$ cat src/sv/jsu_pkg.sv
// shared types and codes for the json string unescaper
// job record passed from the front classifier to the back expander
// no dependencies
package jsu_pkg;

  // result kinds as seen on the kind port
  localparam logic [1:0] KIND_BYTE  = 2'd0;
  localparam logic [1:0] KIND_DONE  = 2'd1;
  localparam logic [1:0] KIND_ERROR = 2'd2;

  // error codes
  localparam logic [2:0] ERR_CTRL      = 3'd0;
  localparam logic [2:0] ERR_ESCAPE    = 3'd1;
  localparam logic [2:0] ERR_HEX       = 3'd2;
  localparam logic [2:0] ERR_SURROGATE = 3'd3;
  localparam logic [2:0] ERR_ZERO      = 3'd4;
  localparam logic [2:0] ERR_OVERFLOW  = 3'd5;

  localparam int unsigned MAX_CAPACITY = 256;
  localparam int unsigned CAP_W        = 9;
  localparam logic [CAP_W-1:0] CAP_RESET = CAP_W'(MAX_CAPACITY);
  localparam logic [CAP_W-1:0] CAP_MIN   = CAP_W'(2);

  // job queue between front and back
  localparam int unsigned QDEPTH = 4;
  localparam int unsigned QPTR_W = $clog2(QDEPTH);
  localparam int unsigned QCNT_W = $clog2(QDEPTH + 1);

  typedef enum logic [2:0] {
    PH_IDLE,
    PH_TEXT,
    PH_ESC,
    PH_HEX_HI,
    PH_WANT_BS,
    PH_WANT_U,
    PH_HEX_LO
  } phase_t;

  typedef enum logic [1:0] {
    JOB_POINT,
    JOB_DONE,
    JOB_ERROR
  } job_kind_t;

  // one classified input: a code point of 1..4 utf-8 bytes, a completion or an error
  typedef struct packed {
    job_kind_t   kind;
    logic [20:0] cp;
    logic [1:0]  nm1;
    logic [7:0]  len;
    logic [2:0]  err;
  } job_t;

endpackage

$ cat src/sv/json_string_unescape_utf8.sv
// JSON string unescaper to UTF-8. Bytes of a string body enter through a push/full
// port at up to one per cycle while full is low; the front stage decodes escapes and
// \u sequences and checks capacity in the cycle the byte is taken, and queues at
// most one job per byte (up to four jobs held). The back stage turns each job into
// results, one result per cycle while the output is empty or popped, so a plain
// byte, a completion or an error gives one result and a \u code point one to four.
// With nothing queued ahead, a job passes from the queue entry to the output
// register. The capacity register (cfg_data, 9 bits, reset 256, clamped to 2..256)
// is written on cfg_valid and is to be changed only while no string is in flight.
module json_string_unescape_utf8 import jsu_pkg::*; (
  input  logic             clk,
  input  logic             rst,
  input  logic             push,
  output logic             full,
  input  logic [7:0]       data_byte,
  input  logic             first_of_string,
  input  logic             end_of_data,
  output logic             empty,
  input  logic             pop,
  output logic [1:0]       kind,
  output logic [7:0]       out_byte,
  output logic [7:0]       string_length,
  output logic [2:0]       error_code,
  output logic             last_of_run,
  input  logic             cfg_valid,
  output logic             cfg_ready,
  input  logic [CAP_W-1:0] cfg_data
);

  logic accept;
  logic job_valid;
  job_t job;
  logic head_valid;
  job_t head;
  logic head_pop;

  assign accept    = push && !full;
  assign cfg_ready = 1'b1;

  jsu_front u_front (
    .clk             (clk),
    .rst             (rst),
    .accept          (accept),
    .data_byte       (data_byte),
    .first_of_string (first_of_string),
    .end_of_data     (end_of_data),
    .cfg_valid       (cfg_valid),
    .cfg_data        (cfg_data),
    .job_valid       (job_valid),
    .job             (job)
  );

  jsu_fifo u_fifo (
    .clk      (clk),
    .rst      (rst),
    .wr_en    (accept && job_valid),
    .wr_data  (job),
    .full     (full),
    .rd_en    (head_pop),
    .rd_valid (head_valid),
    .rd_data  (head)
  );

  jsu_back u_back (
    .clk           (clk),
    .rst           (rst),
    .head_valid    (head_valid),
    .head          (head),
    .head_pop      (head_pop),
    .empty         (empty),
    .pop           (pop),
    .kind          (kind),
    .out_byte      (out_byte),
    .string_length (string_length),
    .error_code    (error_code),
    .last_of_run   (last_of_run)
  );

endmodule

$ cat src/sv/jsu_front.sv
// front part: accepts raw string bytes, tracks the escape state machine,
// checks capacity and classifies each byte into at most one job (uses jsu_pkg)
module jsu_front import jsu_pkg::*; (
  input  logic             clk,
  input  logic             rst,
  input  logic             accept,
  input  logic [7:0]       data_byte,
  input  logic             first_of_string,
  input  logic             end_of_data,
  input  logic             cfg_valid,
  input  logic [CAP_W-1:0] cfg_data,
  output logic             job_valid,
  output job_t             job
);

  logic [CAP_W-1:0] capacity;
  logic [CAP_W-1:0] limit;

  phase_t      phase, phase_next, ph;
  logic [15:0] hex_acc, hex_acc_next, acc;
  logic [1:0]  hex_cnt, hex_cnt_next, cnt;
  logic [9:0]  high_sur, high_sur_next, hs;
  logic [7:0]  out_len, out_len_next, len;

  logic        fail_req;
  logic [2:0]  fail_code;
  logic        emit_req;
  logic        emit_raw;
  logic [20:0] emit_cp;
  logic [1:0]  emit_nm1;
  logic [4:0]  digit;
  logic [15:0] acc_new;
  logic [9:0]  need;

  function automatic logic [4:0] hex_digit(input logic [7:0] b);
    // bit 4 set marks a valid digit
    logic [4:0] r;
    r = 5'd0;
    if (b >= "0" && b <= "9") r = {1'b1, 4'(b - 8'h30)};
    else if (b >= "a" && b <= "f") r = {1'b1, 4'(b - 8'h57)};
    else if (b >= "A" && b <= "F") r = {1'b1, 4'(b - 8'h37)};
    return r;
  endfunction

  always_ff @(posedge clk) begin
    if (rst) begin
      capacity <= CAP_RESET;
    end else if (cfg_valid) begin
      capacity <= cfg_data;
    end
  end

  always_comb begin
    if (capacity < CAP_MIN) limit = CAP_MIN;
    else if (capacity > CAP_RESET) limit = CAP_RESET;
    else limit = capacity;
  end

  always_comb begin
    ph  = phase;
    acc = hex_acc;
    cnt = hex_cnt;
    hs  = high_sur;
    len = out_len;
    if (first_of_string) begin
      ph  = PH_TEXT;
      acc = '0;
      cnt = '0;
      hs  = '0;
      len = '0;
    end
    phase_next    = ph;
    hex_acc_next  = acc;
    hex_cnt_next  = cnt;
    high_sur_next = hs;
    out_len_next  = len;

    fail_req  = 1'b0;
    fail_code = ERR_CTRL;
    emit_req  = 1'b0;
    emit_raw  = 1'b0;
    emit_cp   = '0;
    emit_nm1  = '0;
    digit     = hex_digit(data_byte);
    acc_new   = {acc[11:0], digit[3:0]};

    job_valid = 1'b0;
    job       = '{kind: JOB_POINT, cp: '0, nm1: '0, len: '0, err: ERR_CTRL};

    if (ph != PH_IDLE) begin
      if (end_of_data) begin
        fail_req = 1'b1;
      end else begin
        unique case (ph)
          PH_TEXT: begin
            if (data_byte < 8'h20) begin
              fail_req = 1'b1;
            end else if (data_byte == "\"") begin
              job_valid  = 1'b1;
              job.kind   = JOB_DONE;
              job.len    = len;
              phase_next = PH_IDLE;
            end else if (data_byte == "\\") begin
              phase_next = PH_ESC;
            end else begin
              // raw string bytes pass through as they are, one byte each
              emit_req = 1'b1;
              emit_raw = 1'b1;
              emit_cp  = {13'd0, data_byte};
            end
          end
          PH_ESC: begin
            case (data_byte)
              "\"", "\\", "/": begin
                emit_req = 1'b1;
                emit_cp  = {13'd0, data_byte};
              end
              "b": begin emit_req = 1'b1; emit_cp = 21'h08; end
              "f": begin emit_req = 1'b1; emit_cp = 21'h0c; end
              "n": begin emit_req = 1'b1; emit_cp = 21'h0a; end
              "r": begin emit_req = 1'b1; emit_cp = 21'h0d; end
              "t": begin emit_req = 1'b1; emit_cp = 21'h09; end
              "u": begin
                hex_acc_next = '0;
                hex_cnt_next = '0;
                phase_next   = PH_HEX_HI;
              end
              default: begin
                fail_req  = 1'b1;
                fail_code = ERR_ESCAPE;
              end
            endcase
          end
          PH_HEX_HI, PH_HEX_LO: begin
            if (!digit[4]) begin
              fail_req  = 1'b1;
              fail_code = ERR_HEX;
            end else begin
              hex_acc_next = acc_new;
              if (cnt != 2'd3) begin
                hex_cnt_next = cnt + 2'd1;
              end else begin
                hex_cnt_next = '0;
                if (ph == PH_HEX_LO) begin
                  if (acc_new < 16'hdc00 || acc_new > 16'hdfff) begin
                    fail_req  = 1'b1;
                    fail_code = ERR_SURROGATE;
                  end else begin
                    // pair joins to 0x10000 + (high << 10) + low bits
                    emit_req = 1'b1;
                    emit_cp  = 21'h10000 + {1'b0, hs, 10'd0} + {11'd0, acc_new[9:0]};
                  end
                end else if (acc_new >= 16'hd800 && acc_new <= 16'hdbff) begin
                  high_sur_next = acc_new[9:0];
                  phase_next    = PH_WANT_BS;
                end else if (acc_new >= 16'hdc00 && acc_new <= 16'hdfff) begin
                  fail_req  = 1'b1;
                  fail_code = ERR_SURROGATE;
                end else begin
                  emit_req = 1'b1;
                  emit_cp  = {5'd0, acc_new};
                end
              end
            end
          end
          PH_WANT_BS: begin
            if (data_byte == "\\") phase_next = PH_WANT_U;
            else begin
              fail_req  = 1'b1;
              fail_code = ERR_SURROGATE;
            end
          end
          PH_WANT_U: begin
            if (data_byte == "u") begin
              hex_acc_next = '0;
              hex_cnt_next = '0;
              phase_next   = PH_HEX_LO;
            end else begin
              fail_req  = 1'b1;
              fail_code = ERR_SURROGATE;
            end
          end
          default: phase_next = PH_IDLE;
        endcase
      end
    end

    // utf-8 length of the code point, less one
    if (emit_raw || emit_cp < 21'h80) emit_nm1 = 2'd0;
    else if (emit_cp < 21'h800) emit_nm1 = 2'd1;
    else if (emit_cp < 21'h10000) emit_nm1 = 2'd2;
    else emit_nm1 = 2'd3;
    need = {2'd0, len} + {8'd0, emit_nm1} + 10'd1;

    if (fail_req) begin
      job_valid  = 1'b1;
      job.kind   = JOB_ERROR;
      job.err    = fail_code;
      phase_next = PH_IDLE;
    end else if (emit_req) begin
      job_valid = 1'b1;
      if (need >= {1'b0, limit}) begin
        job.kind   = JOB_ERROR;
        job.err    = ERR_OVERFLOW;
        phase_next = PH_IDLE;
      end else if (emit_cp == '0) begin
        job.kind   = JOB_ERROR;
        job.err    = ERR_ZERO;
        phase_next = PH_IDLE;
      end else begin
        job.kind     = JOB_POINT;
        job.cp       = emit_cp;
        job.nm1      = emit_nm1;
        out_len_next = need[7:0];
        phase_next   = PH_TEXT;
      end
    end
  end

  always_ff @(posedge clk) begin
    if (rst) begin
      phase    <= PH_IDLE;
      hex_acc  <= '0;
      hex_cnt  <= '0;
      high_sur <= '0;
      out_len  <= '0;
    end else if (accept) begin
      phase    <= phase_next;
      hex_acc  <= hex_acc_next;
      hex_cnt  <= hex_cnt_next;
      high_sur <= high_sur_next;
      out_len  <= out_len_next;
    end
  end

endmodule

$ cat src/sv/jsu_fifo.sv
// short job queue between the front classifier and the back expander
// register array with head read, depth from jsu_pkg
module jsu_fifo import jsu_pkg::*; (
  input  logic clk,
  input  logic rst,
  input  logic wr_en,
  input  job_t wr_data,
  output logic full,
  input  logic rd_en,
  output logic rd_valid,
  output job_t rd_data
);

  job_t              mem [QDEPTH];
  logic [QPTR_W-1:0] wr_ptr;
  logic [QPTR_W-1:0] rd_ptr;
  logic [QCNT_W-1:0] count;
  logic              do_wr;
  logic              do_rd;

  assign full     = (count == QCNT_W'(QDEPTH));
  assign rd_valid = (count != '0);
  assign rd_data  = mem[rd_ptr];
  assign do_wr    = wr_en && !full;
  assign do_rd    = rd_en && rd_valid;

  always_ff @(posedge clk) begin
    if (do_wr) begin
      mem[wr_ptr] <= wr_data;
    end
  end

  always_ff @(posedge clk) begin
    if (rst) begin
      wr_ptr <= '0;
      rd_ptr <= '0;
      count  <= '0;
    end else begin
      if (do_wr) wr_ptr <= wr_ptr + QPTR_W'(1);
      if (do_rd) rd_ptr <= rd_ptr + QPTR_W'(1);
      if (do_wr && !do_rd) count <= count + QCNT_W'(1);
      else if (do_rd && !do_wr) count <= count - QCNT_W'(1);
    end
  end

endmodule

$ cat src/sv/jsu_back.sv
// back part: expands each queued job into result transactions, one per
// cycle while the output register is empty or popped (uses jsu_pkg)
module jsu_back import jsu_pkg::*; (
  input  logic       clk,
  input  logic       rst,
  input  logic       head_valid,
  input  job_t       head,
  output logic       head_pop,
  output logic       empty,
  input  logic       pop,
  output logic [1:0] kind,
  output logic [7:0] out_byte,
  output logic [7:0] string_length,
  output logic [2:0] error_code,
  output logic       last_of_run
);

  logic       out_valid;
  logic [1:0] idx;
  logic       load;
  logic       last_idx;
  logic [7:0] enc_byte;

  assign empty    = !out_valid;
  assign load     = head_valid && (!out_valid || pop);
  assign last_idx = (head.kind != JOB_POINT) || (idx == head.nm1);
  assign head_pop = load && last_idx;

  // byte idx of the utf-8 form of head.cp
  always_comb begin
    enc_byte = '0;
    case (head.nm1)
      2'd0: enc_byte = head.cp[7:0];
      2'd1: begin
        if (idx == 2'd0) enc_byte = {3'b110, head.cp[10:6]};
        else enc_byte = {2'b10, head.cp[5:0]};
      end
      2'd2: begin
        case (idx)
          2'd0:    enc_byte = {4'b1110, head.cp[15:12]};
          2'd1:    enc_byte = {2'b10, head.cp[11:6]};
          default: enc_byte = {2'b10, head.cp[5:0]};
        endcase
      end
      default: begin
        case (idx)
          2'd0:    enc_byte = {5'b11110, head.cp[20:18]};
          2'd1:    enc_byte = {2'b10, head.cp[17:12]};
          2'd2:    enc_byte = {2'b10, head.cp[11:6]};
          default: enc_byte = {2'b10, head.cp[5:0]};
        endcase
      end
    endcase
  end

  always_ff @(posedge clk) begin
    if (rst) begin
      out_valid <= 1'b0;
      idx       <= '0;
    end else begin
      if (load) out_valid <= 1'b1;
      else if (pop) out_valid <= 1'b0;
      if (load) idx <= last_idx ? 2'd0 : idx + 2'd1;
    end
  end

  always_ff @(posedge clk) begin
    if (load) begin
      last_of_run   <= last_idx;
      out_byte      <= '0;
      string_length <= '0;
      error_code    <= ERR_CTRL;
      case (head.kind)
        JOB_POINT: begin
          kind     <= KIND_BYTE;
          out_byte <= enc_byte;
        end
        JOB_DONE: begin
          kind          <= KIND_DONE;
          string_length <= head.len;
        end
        default: begin
          kind       <= KIND_ERROR;
          error_code <= head.err;
        end
      endcase
    end
  end

`ifndef SYNTH
  a_idx_needs_job: assert property (@(posedge clk) disable iff (rst)
    (idx != 2'd0) |-> (head_valid && head.kind == JOB_POINT))
    else $error("byte index set without a multi-byte job at the head");

  a_idx_in_range: assert property (@(posedge clk) disable iff (rst)
    head_valid |-> (idx <= head.nm1))
    else $error("byte index past the end of the code point");

  a_idx_steps: assert property (@(posedge clk) disable iff (rst)
    (load && !last_idx) |=> (idx == $past(idx) + 2'd1))
    else $error("byte index did not advance");

  a_single_is_last: assert property (@(posedge clk) disable iff (rst)
    (out_valid && kind != KIND_BYTE) |-> last_of_run)
    else $error("completion or error not marked last");
`endif

endmodule

$ cat config.mk
export PLATFORM = sky130hd
export DESIGN_NAME = json_string_unescape_utf8
export DESIGN_NICKNAME = d
export VERILOG_FILES = /design/src/sv/jsu_pkg.sv /design/src/sv/json_string_unescape_utf8.sv /design/src/sv/jsu_front.sv /design/src/sv/jsu_fifo.sv /design/src/sv/jsu_back.sv
export SDC_FILE = /design/constraint.sdc
export NUM_CORES = 1
export LEC_CHECK = 0
export BUFFER_PORTS_ARGS = -buffer_cell sky130_fd_sc_hd__buf_2
export CAP_MARGIN = 0
export CORE_ASPECT_RATIO = 1.5
export CORE_MARGIN = 3
export CORE_UTILIZATION = 50
export DETAILED_ROUTE_END_ITERATION = 7
export HOLD_SLACK_MARGIN = 0.08
export PLACE_DENSITY = 0.7
export SLEW_MARGIN = 15
export SYNTH_ARGS = -nofsm -noshare
export SYNTH_HDL_FRONTEND = slang
export SYNTH_SLANG_ARGS = --single-unit
$ cat constraint.sdc
create_clock -name clk -period 11 [get_ports clk]
set_input_delay 0 -clock clk [delete_from_list [all_inputs] [get_ports clk]]
set_output_delay 0 -clock clk [all_outputs]
set_load 0.01 [all_outputs]
==> flow_metrics.env, run 1 <==
export IMPL_status="completed"
export IMPL_slew_headroom_pct=33.5
export IMPL_p_sw_share_pct=28.7
export IMPL_drv_slew=0
export IMPL_post_dp_cell_area_um2=11700
export IMPL_start_util_pct=51.7
export IMPL_drt_total_wl_um=26000
export IMPL_yosysTopAreaCellShare_pct=43.9
export IMPL_wl_per_cell_um=20.0
export IMPL_stdcell_area_um2=12600
export IMPL_rows=66
export IMPL_async_reset_ff_share_pct=0
export IMPL_path_class="flip-flop to flip-flop"
export IMPL_hp_class="input pin to flip-flop"
export IMPL_track_usage_pct=21.3
export IMPL_crit_required_ps=11290
export IMPL_busiest_layer="met2"
export IMPL_synth_largest_area_cell="edfxtp_1"
export IMPL_die_h_um=191
export IMPL_port_buffers=47
export IMPL_pin_count=49
export IMPL_period_share_pct=62.9
export IMPL_grt_ovfl_total=0
export IMPL_num_antenna_cells=0
export IMPL_syn_nets=1019
export IMPL_worstPathArrival_ps=7210
export IMPL_slowest_stage="dfxtp_1"
export IMPL_max_cap_viol_count=0
export IMPL_vias=7867
export IMPL_n_fill_cell=1804
export IMPL_finalSetupTns_ps=0
export IMPL_drive_gt1_share_pct=14.8
export IMPL_yosysWarningCount=0
export IMPL_regArea_um2=6110
export IMPL_cts_hold_buf=29
export IMPL_cts_setup_buffers=0
export IMPL_p_comb_share_pct=24.5
export IMPL_finalPower_mw=2.25
export IMPL_path_max_fanout=15
export IMPL_path_clk_slew_ps=70
export IMPL_startpoint_type="flip-flop"
export IMPL_synth_area_leaders="edfxtp_1 44%, dfxtp_1 9.9%, mux4_2 7.1%, ha_1 3.6%, nor2_1 3.2%"
export IMPL_fp_coreArea_um2=22000
export IMPL_finalClockSkew_ps=23.2
export IMPL_drc=0
export IMPL_p_int_mw=1.60
export IMPL_ys_ff_latch=222
export IMPL_cts_tree="built"
export IMPL_rsz0062_at_grt="no"
export IMPL_synth_avg_cell_area_um2=11.8
export IMPL_leakage_nw=4.48
export IMPL_htree_num_levels=1
export IMPL_clkPwrFrac_pct=29.8
export IMPL_drtAntennaViolNets=0
export IMPL_synth_edf_count=166
export IMPL_hold_slack_ps=113
export IMPL_cp_slowest_stage_delay_ps=580
export IMPL_grt_pass1_vias=7767
export IMPL_min_period_ps=6920
export IMPL_dp_final_hpwl_um=18200
export IMPL_crit_path_end_kind="flip-flop"
export IMPL_p_switching_mw=0.646
export IMPL_met1_usage_pct=26.5
export IMPL_use_met3_pct=2.07
export IMPL_clock_sinks=222
export IMPL_die_w_um=129
export IMPL_syn_area_um2=11400
export IMPL_timing_fmax_mhz=144
export IMPL_synthCells=960
export IMPL_ctsResizeCount=0
export IMPL_power_frac_seq_pct=45.6
export IMPL_multiInputGateArea_um2=4790
export IMPL_synthFlopType="edfxtp_1"
export IMPL_setup_viol=0
export IMPL_power_density_nw_per_um2=178
export IMPL_ir_drop_uv=105
export IMPL_ctsRootBufferMaster="clkbuf_16"
export IMPL_dr_pass1_iters=5
export IMPL_antenna_found_initial=0
export IMPL_ys_types=85
export IMPL_place_gp_congestion=0.935
export IMPL_cts_buffer_depth=3
export IMPL_grt_first_pass_wirelength_um=41600
export IMPL_numCtsBuffers=21
export IMPL_routed_via_density=6.07
export IMPL_area_growth_pct=11.3
export IMPL_crit_family="compound AO/OA/AOI/OAI gates"
export IMPL_first_iter_violations=648
export IMPL_grt_max_degree=52
export IMPL_yosysSeqAreaShare_pct=53.8
export IMPL_fp_dieArea_um2=24600
export IMPL_insertion_delay_ps=500
export IMPL_use_met2_pct=37.6
export IMPL_crit_chain="and4bb_1, a21oi_2, a22o_1, a221o_1, o21ai_0, o211ai_1, inv_1, ha_1, inv_1, fa_1, nand2b_1, nor3_1, xnor2_1, nand4_1, xnor2_1, ha_1, o21a_1, o21a_1, a21oi_1, o31ai_1, a311o_2, nand3b_1, nor2b_1"
export IMPL_final_hold_viol_count=0
export IMPL_cp_buffers_inverters=2
export IMPL_tightestPinTransition_ps=998
export IMPL_fin_nets=1068
-- power by group through the flow --
| stage | clock (mW) | sequential, mW | combinational, mW |
|---|---|---|---|
| after global placement | 0 | 1.04 | 0.543 |
| final | 0.671 | 1.03 | 0.552 |
| after detailed placement | 0 | 1.05 | 0.546 |
| after CTS | 0.688 | 1.03 | 0.558 |
| after global routing | 0.721 | 1.03 | 0.609 |
| after floorplan | 0 | 1.06 | 0.380 |
-- metal layers --
layer / wire, um / share of wire (%) / up-vias
li1: - / - / 3726
met1: 10500 / 40 / 3827
met2: 13300 / 51 / 237
met3: 956 / 3.7 / 77
met4: 1180 / 4.5 / 0
met5: 0 / 0 / -
-- final cells by class --
cell class                      count  area share (%)
Clock buffer                       26            4.48
Clock inverter                     12           0.604
Inverter                           47            1.40
Multi-Input combinational cell    635            38.0
Sequential cell                   222            48.4
Tap cell                          272            2.69
Timing Repair Buffer               82            4.52
-- per-stage QoR --
| stage | cells | utilization (%) | setup WS (ps) |
|---|---|---|---|
| 3_3_place_gp | 1229 | 53.3 | 4300 |
| 2_1_floorplan | 960 | - | 4840 |
| 3_5_place_dp | 1229 | 53.3 | 4060 |
| 5_1_grt | 1296 | 57.5 | 3380 |
| 4_1_cts | 1296 | 57.5 | 4020 |
| 6_report | 1296 | 57.5 | 4080 |
-- tightest hold or removal path, cell delays in order --
cell     delay [ps]
buf_2           100
nor2b_1         120
buf_4           180
nand3_1          90
o31ai_1          60
-- placed cells by master (no fill, tap or decap), types with 7 or more instances in the layout --
master / n
a211oi_1: 8
a21o_1: 10
a21oi_1: 29
a221oi_1: 13
a22o_1: 16
a22oi_1: 23
a31oi_1: 7
and2_1: 13
and3_1: 7
buf_2: 47
clkbuf_16: 22
dfxtp_1: 55
dlygate4sd3_1: 29
edfxtp_1: 166
ha_1: 33
inv_1: 46
mux2i_1: 16
mux4_2: 36
nand2_1: 59
nand2b_1: 10
nand3_1: 16
nand4_1: 7
nor2_1: 97
nor2b_1: 31
nor3_1: 26
nor3b_1: 7
o21ai_0: 29
o32ai_1: 10
xnor2_1: 17
xor2_1: 7
-- path summary, 6_finish.rpt --
check                                     start                             to  slack, ps  cells after the start
hold / removal                             push  u_front.phase[0]$_SDFFE_PP0P_        110                      5
setup / recovery  u_front.phase[2]$_SDFFE_PP0P_    u_fifo.mem[2][22]$_DFFE_PP_       4080                     23
setup reg to reg  u_front.phase[2]$_SDFFE_PP0P_    u_fifo.mem[2][22]$_DFFE_PP_       4080                     23
hold reg to reg   u_back.out_valid$_SDFFE_PP0P_  u_back.out_valid$_SDFFE_PP0P_        470                      2
-- flip-flops by register name, summed over array words and instances (netlist names), 3 cells and up, named ones only --
register and count:
u_back.out_byte 8, u_back.string_length 8, u_front.hex_acc 12, u_fifo.count 3
u_front.out_len 8, u_fifo.mem 144, u_front.high_sur 10, u_back.error_code 3
u_front.phase 3, u_front.capacity 9
-- Yosys cell counts (all sizes together), types with 5 or more instances --
library cell,n
a21o,10
o21a,6
nor2,98
nand3,16
nand2b,11
edfxtp,166
nand4,7
ha,33
a22o,16
nor3b,7
xor2,7
nand2,59
a31oi,8
or3,5
mux4,36
clkbuf,27
a221oi,13
and2,18
a22oi,23
nor3,26
buf,28
inv,46
o21ai,33
mux2i,16
o211ai,5
a211oi,8
nor2b,31
nor4,6
or2,5
xnor2,17
and3,7
a21oi,34
dfxtp,56
o32ai,10
-- logic make-up after synthesis --
group	Yosys count	synth area share [%]
buffers and inverters	103	4.02
DFF	222	53.8
other	1	0.0330
adders and majority gates	35	3.99
xor gates and xnor gates	24	1.85
AOI/OAI and AO/OA	205	13.3
and+or+nand+nor	317	14.4
muxes	53	8.65
Note: power is estimated with default switching activity, not from simulation.
==> inputs of run 2 (changes only) <==
- PLACE_DENSITY: 0.7 -> 0.72
- clock period: 11 -> 6.2 ns (I/O delays scaled with it)
==> flow_metrics.env, run 2 (synthesis gave the netlist of run 1 again) <==
export IMPL_grt_first_pass_wirelength_um=41200
export IMPL_path_class="flip-flop to flip-flop"
export IMPL_cts_buffer_depth=3
export IMPL_status="completed"
export IMPL_vias=7988
export IMPL_htree_num_levels=1
export IMPL_drc=0
export IMPL_final_cells=1320
export IMPL_max_cap_viol_count=0
export IMPL_grt_pass1_vias=7936
export IMPL_drive_gt1_share_pct=17.3
export IMPL_slowest_stage="fa_1"
export IMPL_routed_via_density=6.05
export IMPL_use_met2_pct=36.4
export IMPL_track_usage_pct=20.9
export IMPL_power_density_nw_per_um2=320
export IMPL_fp_dieArea_um2=24600
export IMPL_final_hold_viol_count=0
export IMPL_die_h_um=191
export IMPL_drt_total_wl_um=25600
export IMPL_cp_common_cell="inv_1"
export IMPL_hp_class="input pin to flip-flop"
export IMPL_final_core_util_pct=58.9
export IMPL_slew_headroom_pct=41.4
export IMPL_crit_family="compound AO/OA/AOI/OAI gates"
export IMPL_hold_slack_ps=113
export IMPL_layout_commonest_cell="edfxtp_1"
export IMPL_clock_sinks=222
export IMPL_tightestPinTransition_ps=872
export IMPL_n_fill_cell=1797
export IMPL_placed_cells=1252
export IMPL_stdcell_area_um2=12900
export IMPL_crit_required_ps=6510
export IMPL_port_buffers=47
export IMPL_rows=66
export IMPL_busiest_layer="met2"
export IMPL_startpoint_type="flip-flop"
export IMPL_crit_path_end_kind="flip-flop"
export IMPL_grt_ovfl_total=0
export IMPL_finalClockSkew_ps=17.6
export IMPL_numCtsBuffers=21
export IMPL_use_met3_pct=1.99
export IMPL_largest_reg_flops=144
export IMPL_insertion_delay_ps=500
export IMPL_fp_coreArea_um2=22000
export IMPL_antenna_found_initial=0
export IMPL_wl_per_cell_um=19.4
export IMPL_first_iter_violations=724
export IMPL_drv_slew=0
export IMPL_period_share_pct=93.9
export IMPL_path_clk_slew_ps=60
export IMPL_start_util_pct=51.7
export IMPL_ir_drop_uv=225
export IMPL_pin_count=49
export IMPL_met1_usage_pct=26.5
export IMPL_rsz0062_at_grt="yes"
export IMPL_num_antenna_cells=0
export IMPL_setup_viol=0
export IMPL_drtAntennaViolNets=0
export IMPL_leakage_nw=4.64
export IMPL_area_growth_pct=13.9
export IMPL_worstPathArrival_ps=6130
export IMPL_path_max_fanout=8
export IMPL_dr_pass1_iters=5
export IMPL_post_dp_cell_area_um2=11900
export IMPL_dp_final_hpwl_um=17700
export IMPL_die_w_um=129
export IMPL_min_period_ps=5820
export IMPL_grt_max_degree=48
export IMPL_top_register="u_fifo.mem"
export IMPL_place_gp_congestion=0.959
export IMPL_cp_buffers_inverters=5
export IMPL_timing_fmax_mhz=172
export IMPL_fin_nets=1093
export IMPL_ctsRootBufferMaster="clkbuf_16"
export IMPL_cp_slowest_stage_delay_ps=470
export IMPL_layout_common_cells="166 x edfxtp_1, 92 x nor2_1, 59 x nand2_1, 55 x dfxtp_1, 47 x buf_2"
export IMPL_cts_tree="built"
export IMPL_reg_top3="u_fifo.mem: 144 flops, u_front.hex_acc: 12 flops, u_front.high_sur: 10 flops"
-- run 2: cell count changes in the layout (fill, tap and decap cells not counted), moves of 2 or more --
cell,change
clkinvlp_4,-3
bufinv_16,+4
clkbuf_1,+2
and2_1,+4
nor2_2,+5
and2_2,-4
clkinv_2,-4
nor2b_2,+2
nor2b_1,-3
nor2_1,-5
buf_4,+25
-- run 2: path summary, 6_finish.rpt --
check	end	depth (start not counted)	slack, ps	start
min reg2reg	u_back.out_valid$_SDFFE_PP0P_	2	490	u_back.out_valid$_SDFFE_PP0P_
min	u_front.hex_acc[10]$_SDFFE_PP0P_	5	110	first_of_string
max	u_fifo.mem[0][25]$_DFFE_PP_	25	380	u_front.hex_acc[11]$_SDFFE_PP0P_
max reg2reg	u_fifo.mem[0][25]$_DFFE_PP_	25	380	u_front.hex_acc[11]$_SDFFE_PP0P_
-- run 2: worst register-to-register path, stage by stage, from the launching register on --
cell      delay (ps)
dfxtp_1          430
and4bb_2         330
a21oi_2          130
a22o_1           260
a221o_1          390
o311ai_2         370
nand2_1           90
o211ai_1         140
inv_1             80
ha_1             210
inv_1             70
fa_1             470
inv_1             90
ha_1             220
and3_1           200
nand2_1           80
a21o_1           160
a21oi_1          240
inv_1             80
ha_1             210
a211oi_1         220
o31ai_2          170
a311o_2          400
nand3b_1         200
buf_4            190
nor2_1           200
-- run 2: cell type report --
cell class | instances | area, um2 | share of cell area (%)
Clock buffer | 28 | 562 | 4.34
Clock inverter | 9 | 154 | 1.19
Inverter | 47 | 176 | 1.36
Multi-Input combinational cell | 636 | 4840 | 37.4
Sequential cell | 222 | 6110 | 47.2
Tap cell | 272 | 340 | 2.63
Timing Repair Buffer | 106 | 748 | 5.79
-- run 2: power by group --
part	internal, mW	total [mW]	switching, mW	leakage, nW
Combinational	0.423	0.985	0.562	2.25
Clock	0.806	1.33	0.524	0.344
Sequential	1.77	1.83	0.0540	2.05
Total	3.00	4.14	1.14	4.64
-- run 2: repair_timing --
action / CTS / global route
endpoints found under the hold margin: 16 / 0
setup endpoints to repair: 0 / 89
buffers inserted: 0 / 2
hold buffers: 28 / 0
resized for setup: 0 / 13
-- run 2: through the flow --
| stage | TNS [ps] | setup WS (ps) | power [mW] |
|---|---|---|---|
| floorplan | 0 | 37.1 | 2.56 |
| global placement | 0 | 352 | 2.82 |
| detailed placement | 0 | 227 | 2.83 |
| CTS | 0 | 145 | 4.17 |
| global route | -234 | -25.1 | 4.33 |
| finish | 0 | 378 | 4.14 |
-- run 2: metal layers --
metal / up-vias / wire length [um]
met4: 0 / 1080
met3: 71 / 1210
met5: - / 0
met1: 3885 / 10300
met2: 267 / 13100
li1: 3765 / -
